$ cat config.mk
export PLATFORM = sky130hd
export DESIGN_NAME = chuff_len_table
export DESIGN_NICKNAME = d
export VERILOG_FILES = /design/src/rtl/core/chuff_pkg.sv /design/src/rtl/core/chuff_len_table.sv
export SDC_FILE = /design/constraint.sdc
export NUM_CORES = 1
export LEC_CHECK = 0
export ABC_AREA = 0
export BUFFER_PORTS_ARGS = -buffer_cell sky130_fd_sc_hd__buf_2
export CAP_MARGIN = 20
export CORE_MARGIN = 2
export CORE_UTILIZATION = 60
export DETAILED_ROUTE_END_ITERATION = 16
export PLACE_DENSITY_LB_ADDON = 0.2
export SLEW_MARGIN = 40
export SYNTH_ARGS = -nofsm -noshare
export SYNTH_HDL_FRONTEND = slang
export SYNTH_SLANG_ARGS = --single-unit
$ cat constraint.sdc
create_clock -name clk -period 9.25 [get_ports clk]
set_clock_uncertainty 0.1 [all_clocks]
set_input_delay 1.85 -clock clk [delete_from_list [all_inputs] [get_ports clk]]
set_output_delay 1.85 -clock clk [all_outputs]
set_load 0.005 [all_outputs]
$ cat src/rtl/core/chuff_pkg.sv
// ----------------------------------------------------------------------------
// chuff_pkg
// shared constants, codes and types of the canonical code assignment block
// ----------------------------------------------------------------------------
package chuff_pkg;

  localparam int ALPHABET   = 512;
  localparam int MAX_LEN    = 16;

  localparam int SYM_W      = 9;
  localparam int LEN_IN_W   = 5;
  localparam int CODE_OUT_W = 16;

  localparam int ADDR_W     = $clog2(ALPHABET);
  localparam int RANK_W     = ADDR_W;
  localparam int LEN_W      = $clog2(MAX_LEN + 1);
  localparam int CNT_W      = $clog2(ALPHABET + 1);
  localparam int WORD_W     = LEN_W + RANK_W;

  localparam int CODE_W0    = (MAX_LEN + 1 > CODE_OUT_W) ? MAX_LEN + 1 : CODE_OUT_W;
  localparam int CODE_W     = (CODE_W0 > CNT_W) ? CODE_W0 : CNT_W;
  localparam int SUM_W      = CODE_W + 1;

  typedef enum logic [1:0] {
    ACT_CLEAR = 2'd0,
    ACT_LOAD  = 2'd1,
    ACT_FETCH = 2'd2
  } action_t;

  typedef struct packed {
    logic             clear;
    logic             drop_ready;
    logic             inc;
    logic             walk_start;
    logic [LEN_W-1:0] len;
  } tbl_ctrl_t;

  typedef struct packed {
    logic              ready;
    logic              walking;
    logic              over;
    logic [CNT_W-1:0]  count;
    logic [CODE_W-1:0] first_code;
  } tbl_stat_t;

endpackage

$ cat src/rtl/core/chuff_len_table.sv
// ----------------------------------------------------------------------------
// chuff_len_table
// per-length symbol counts, first code per length and the length walk
// ----------------------------------------------------------------------------
module chuff_len_table (
  input  logic                 clk,
  input  logic                 rst,
  input  chuff_pkg::tbl_ctrl_t ctl,
  output chuff_pkg::tbl_stat_t stat
);

  logic [chuff_pkg::CNT_W-1:0]  len_count  [0:chuff_pkg::MAX_LEN];
  logic [chuff_pkg::CODE_W-1:0] first_code [0:chuff_pkg::MAX_LEN];

  logic                         walking;
  logic                         ready;
  logic                         over_flag;
  logic [chuff_pkg::LEN_W-1:0]  walk_l;
  logic [chuff_pkg::CODE_W-1:0] code;
  logic [chuff_pkg::CNT_W-1:0]  prev;

  logic [chuff_pkg::LEN_W-1:0]  idx;
  logic [chuff_pkg::CNT_W-1:0]  cnt_rd;
  logic [chuff_pkg::CODE_W-1:0] code_sum;
  logic [chuff_pkg::CODE_W-1:0] code_next;
  logic [chuff_pkg::SUM_W-1:0]  kraft_sum;
  logic [chuff_pkg::SUM_W-1:0]  kraft_limit;
  logic                         over_hit;

  // one read index, shared by the walk and by loads and fetches
  assign idx    = walking ? walk_l : ctl.len;
  assign cnt_rd = len_count[idx];

  assign code_sum    = code + chuff_pkg::CODE_W'(prev);
  assign code_next   = {code_sum[chuff_pkg::CODE_W-2:0], 1'b0};
  assign kraft_sum   = chuff_pkg::SUM_W'(code_next) + chuff_pkg::SUM_W'(cnt_rd);
  assign kraft_limit = chuff_pkg::SUM_W'(1) << walk_l;
  assign over_hit    = kraft_sum > kraft_limit;

  assign stat.ready      = ready;
  assign stat.walking    = walking;
  assign stat.over       = over_flag;
  assign stat.count      = cnt_rd;
  assign stat.first_code = first_code[idx];

  always_ff @(posedge clk) begin
    if (rst) begin
      walking   <= 1'b0;
      ready     <= 1'b0;
      over_flag <= 1'b0;
      for (int i = 0; i <= chuff_pkg::MAX_LEN; i++) begin
        len_count[i] <= '0;
      end
    end else if (ctl.clear) begin
      walking   <= 1'b0;
      ready     <= 1'b0;
      over_flag <= 1'b0;
      for (int i = 0; i <= chuff_pkg::MAX_LEN; i++) begin
        len_count[i] <= '0;
      end
    end else begin
      if (ctl.drop_ready) begin
        ready <= 1'b0;
      end
      if (ctl.inc) begin
        len_count[ctl.len] <= chuff_pkg::CNT_W'(cnt_rd + 1'b1);
      end
      if (ctl.walk_start) begin
        walking   <= 1'b1;
        ready     <= 1'b0;
        over_flag <= 1'b0;
        walk_l    <= chuff_pkg::LEN_W'(1);
        code      <= '0;
        prev      <= '0;
      end else if (walking) begin
        first_code[walk_l] <= code_next;
        code               <= code_next;
        prev               <= cnt_rd;
        if (over_hit) begin
          over_flag <= 1'b1;
        end
        if (walk_l == chuff_pkg::LEN_W'(chuff_pkg::MAX_LEN)) begin
          walking <= 1'b0;
          ready   <= 1'b1;
        end else begin
          walk_l <= walk_l + 1'b1;
        end
      end
    end
  end

endmodule

==> qor.csv <==
metric;value;unit
Final Max Slew Viols;0;
CP Class;in -> reg;
Synth Cell Area;28500;um2
floorplan row count;79;
final core utilization;67.4;%
EDFF count, synth;622;
share of cells above drive strength 1;18.3;%
crit path DAT;7990;ps
Worst Path Buf+Inv;3;
Tmin final;7570;ps
post-route ant nets;0;
Worst Hold Class;reg -> reg;
All-Layer GR Usage;29.9;%
Core Region;46800;um2
combinational power share;12.2;%
max incr delay on CP;720;ps
switch share;24.6;%
Detailed Place HPWL;46100;um
FF-to-FF setup slack;2180;ps
Net count, final;2029;
ys async rst share;0;%
Slowest-stage cell, CP;mux2i_4;
Power Dens Cells;210;nW/um2
Fill cells;3199;
vias in the first global route;17500;
initial antenna violation count;2;
DP Area;29400;um2
Syn Nets;1995;
cell area after layout;31500;um2
Skew-Pair Late Insertion Delay;630;ps
mean routed wirelength per cell;27.7;um
Syn Inst Count;1939;
Crit. End Element;register;
Vias/cell;6.62;
RSZ-0062 raised after global routing;false;
CTS tree;yes;
fmax;0.132;GHz
pin count of the biggest net entering global routing;65;
synth unique cells;96;
kind of cell adding the most delay to the critical path;compound AO/OA/AOI/OAI gates;
required time of the critical path;9670;ps
TritonCTS Buffers;61;
post-CTS sizing;0;
Slew headroom;36.5;%
Clock transition at path regs;60;ps
synth warn;0;
worst-margin pin slew;945;ps
Internal;4.98;mW
LEAKAGE;11.1;nW
Crit path top cell by count;a21o_1;
proportion of synthesized chip area in sequential cells;65.7;%
DRT Pass-1 Iters;7;
FF+latch count, synth;625;
Final Hold Vio Count;0;
sum of negative setup slack;0;ps
clk sinks;625;
CP max FO;47;
Syn Area/Cell;14.7;um2
Synth area leaders;edfxtp_1 66%, mux4_2 7.2%, nor2_1 2.9%, nand2_1 2.8%, mux4_1 2.2%;
sw power;1.63;mW
routability cong.;0.885;
DR vias;17400;
Initial Utilization;61.0;%
clk buf depth;3;
height of the die;222;um
grt ovf;0;
# hold bufs at CTS;0;
setup bufs post-CTS;0;
Die W;222;um
Tcrit/Tclk final;81.9;%
WL final;72800;um
sequential share of power;48.9;%
Worst VDD drop;0.000153;V
CP Launch Type;input pin;
Area growth syn-to-layout;10.5;%
Yosys top cell area share;65.5;%
Clk network pwr share;38.8;%
die area;49300;um2
root buffer cell;clkbuf_16;
area leader, netlist;edfxtp_1;
IO Count;41;
# DRC;0;
ys flop type;edfxtp_1;
max_cap viols;0;
CTS H-tree depth;2;
first-pass GRT wire length;109000;um
1st-iter DRT viols;1770;
outcome;complete, no violations;
final setup vio count;0;
port buffer count;39;
## placed cells by master (no fill, tap or decap), drive strengths merged, types with 9 or more instances in the layout
cell type and count:
edfxtp 622, nor2 226, nand2 212, mux4 115
buf 96, nand3 75, clkbuf 70, a21oi 58
o21ai 44, ha 43, mux2i 42, inv 42
nor3 40, clkinv 33, xnor2 21, o21bai 19
nor2b 19, nand2b 18, a21o 16, a211o 16
nand4 15, a22oi 14, a211oi 14, xor2 13
o22ai 11, o211ai 11, bufinv 9
## worst register-to-register path, stage by stage (launching register included)
cell      delay, ps
dfxtp_2         760
buf_4           560
mux2i_4         320
buf_4           680
nor2_1          350
o21ai_0         180
a21oi_1         100
nor3_4          300
inv_1           160
fa_1            440
a21o_1          180
a21oi_1         220
o21bai_1        100
a21o_1          220
nor4b_1         160
o211ai_1        290
a21oi_1         120
xnor2_1         140
ha_1            310
a21o_1          180
a21o_1          180
a221o_1         290
a21oi_1         140
o21ai_0         100
a21o_1          190
a22o_1          190
## routing by layer
layer	vias to the layer above	wire, um	track usage, %
met5	-	11	0
met4	2	3180	12.3
met3	212	6320	5.13
met2	968	36100	50.2
met1	8726	27200	39.0
li1	7503	-	-
## power by group through the flow
stage	Combinational (mW)	Clock [mW]	Sequential (mW)
global route	0.870	2.70	3.23
detailed placement	0.795	0	3.29
floorplan	0.546	0	3.28
global placement	0.772	0	3.29
CTS	0.800	2.59	3.23
finish	0.808	2.56	3.23
## final timing paths
path | from | end | cells after the start
setup / recovery | ctl[1] | over_flag$_SDFFE_PP0P_ | 27
hold / removal | ready$_SDFF_PP0_ | ready$_SDFF_PP0_ | 2
setup reg to reg | walking$_SDFF_PN0_ | over_flag$_SDFFE_PP0P_ | 25
hold reg to reg | ready$_SDFF_PP0_ | ready$_SDFF_PP0_ | 2
## kinds of logic (layout without fill, tap and decap cells)
| kind of cell | Yosys count | after routing | share of synthesized area (%) |
|---|---|---|---|
| flip-flops | 625 | 625 | 65.7 |
| adder cells (fa/ha/maj) | 45 | 45 | 2.03 |
| buffers and inverters | 166 | 251 | 2.96 |
| AND/OR/NAND/NOR | 643 | 643 | 10.2 |
| AO/OA/AOI/OAI | 263 | 263 | 6.74 |
| XOR/XNOR | 34 | 34 | 1.20 |
| other | 1 | 2 | 0.0132 |
| multiplexers | 162 | 162 | 11.1 |
## state kept, by name, summed over array words and instances (netlist names)
register    count
first_code    272
walking         1
ready           1
code           15
over_flag       1
walk_l          5
prev           10
len_count     320
## stage by stage
| step | total power, mW | cells | worst slack [ps] | hold WS [ps] |
|---|---|---|---|---|
| floorplan | 3.82 | 1939 | 2150 | 351 |
| global placement | 4.06 | 2515 | 1250 | 419 |
| detailed placement | 4.08 | 2516 | 1150 | 427 |
| CTS | 6.62 | 2630 | 1770 | 438 |
| global route | 6.80 | 2632 | 1400 | 472 |
| finish | 6.60 | 2632 | 1680 | 449 |
## synthesized netlist by cell type, types with 4 or more instances
library cell    n
a41oi_1         4
nor3_2         10
mux2_2          4
a211o_1        16
mux2i_1        40
xnor2_2         4
o211ai_1        9
o21a_1          8
a211oi_1       13
a31oi_1         6
nor3_1         29
buf_2          35
ha_1           43
nor2b_1        19
a221oi_1        5
nor4_1          6
clkinv_1        4
nand2b_1       18
and3_1          5
nand3_1        75
a21oi_1        46
nand4_1        14
o21bai_1       19
buf_4          12
a21o_1         16
xnor2_1        17
nor2_1        224
inv_1          35
xor2_1         11
or2_2           4
buf_1           9
clkbuf_1       55
nand2_1       211
o21ai_0        40
edfxtp_1      622
a22oi_1        14
and2_1          6
buf_6          11
a21oi_2        10
mux4_1         24
mux4_2         91
o22ai_1        10
## layout make-up
type | instances | area (um2) | share of cell area, %
clock inverter | 44 | 459 | 1.46
antenna | 1 | 2.50 | 0.00795
clock buffer | 70 | 1600 | 5.09
multi-input combinational | 1148 | 9100 | 28.9
tap | 607 | 759 | 2.41
sequential | 625 | 18700 | 59.5
timing repair buffer | 96 | 671 | 2.13
inverter | 41 | 154 | 0.489
(Power assumes the default switching activity.)
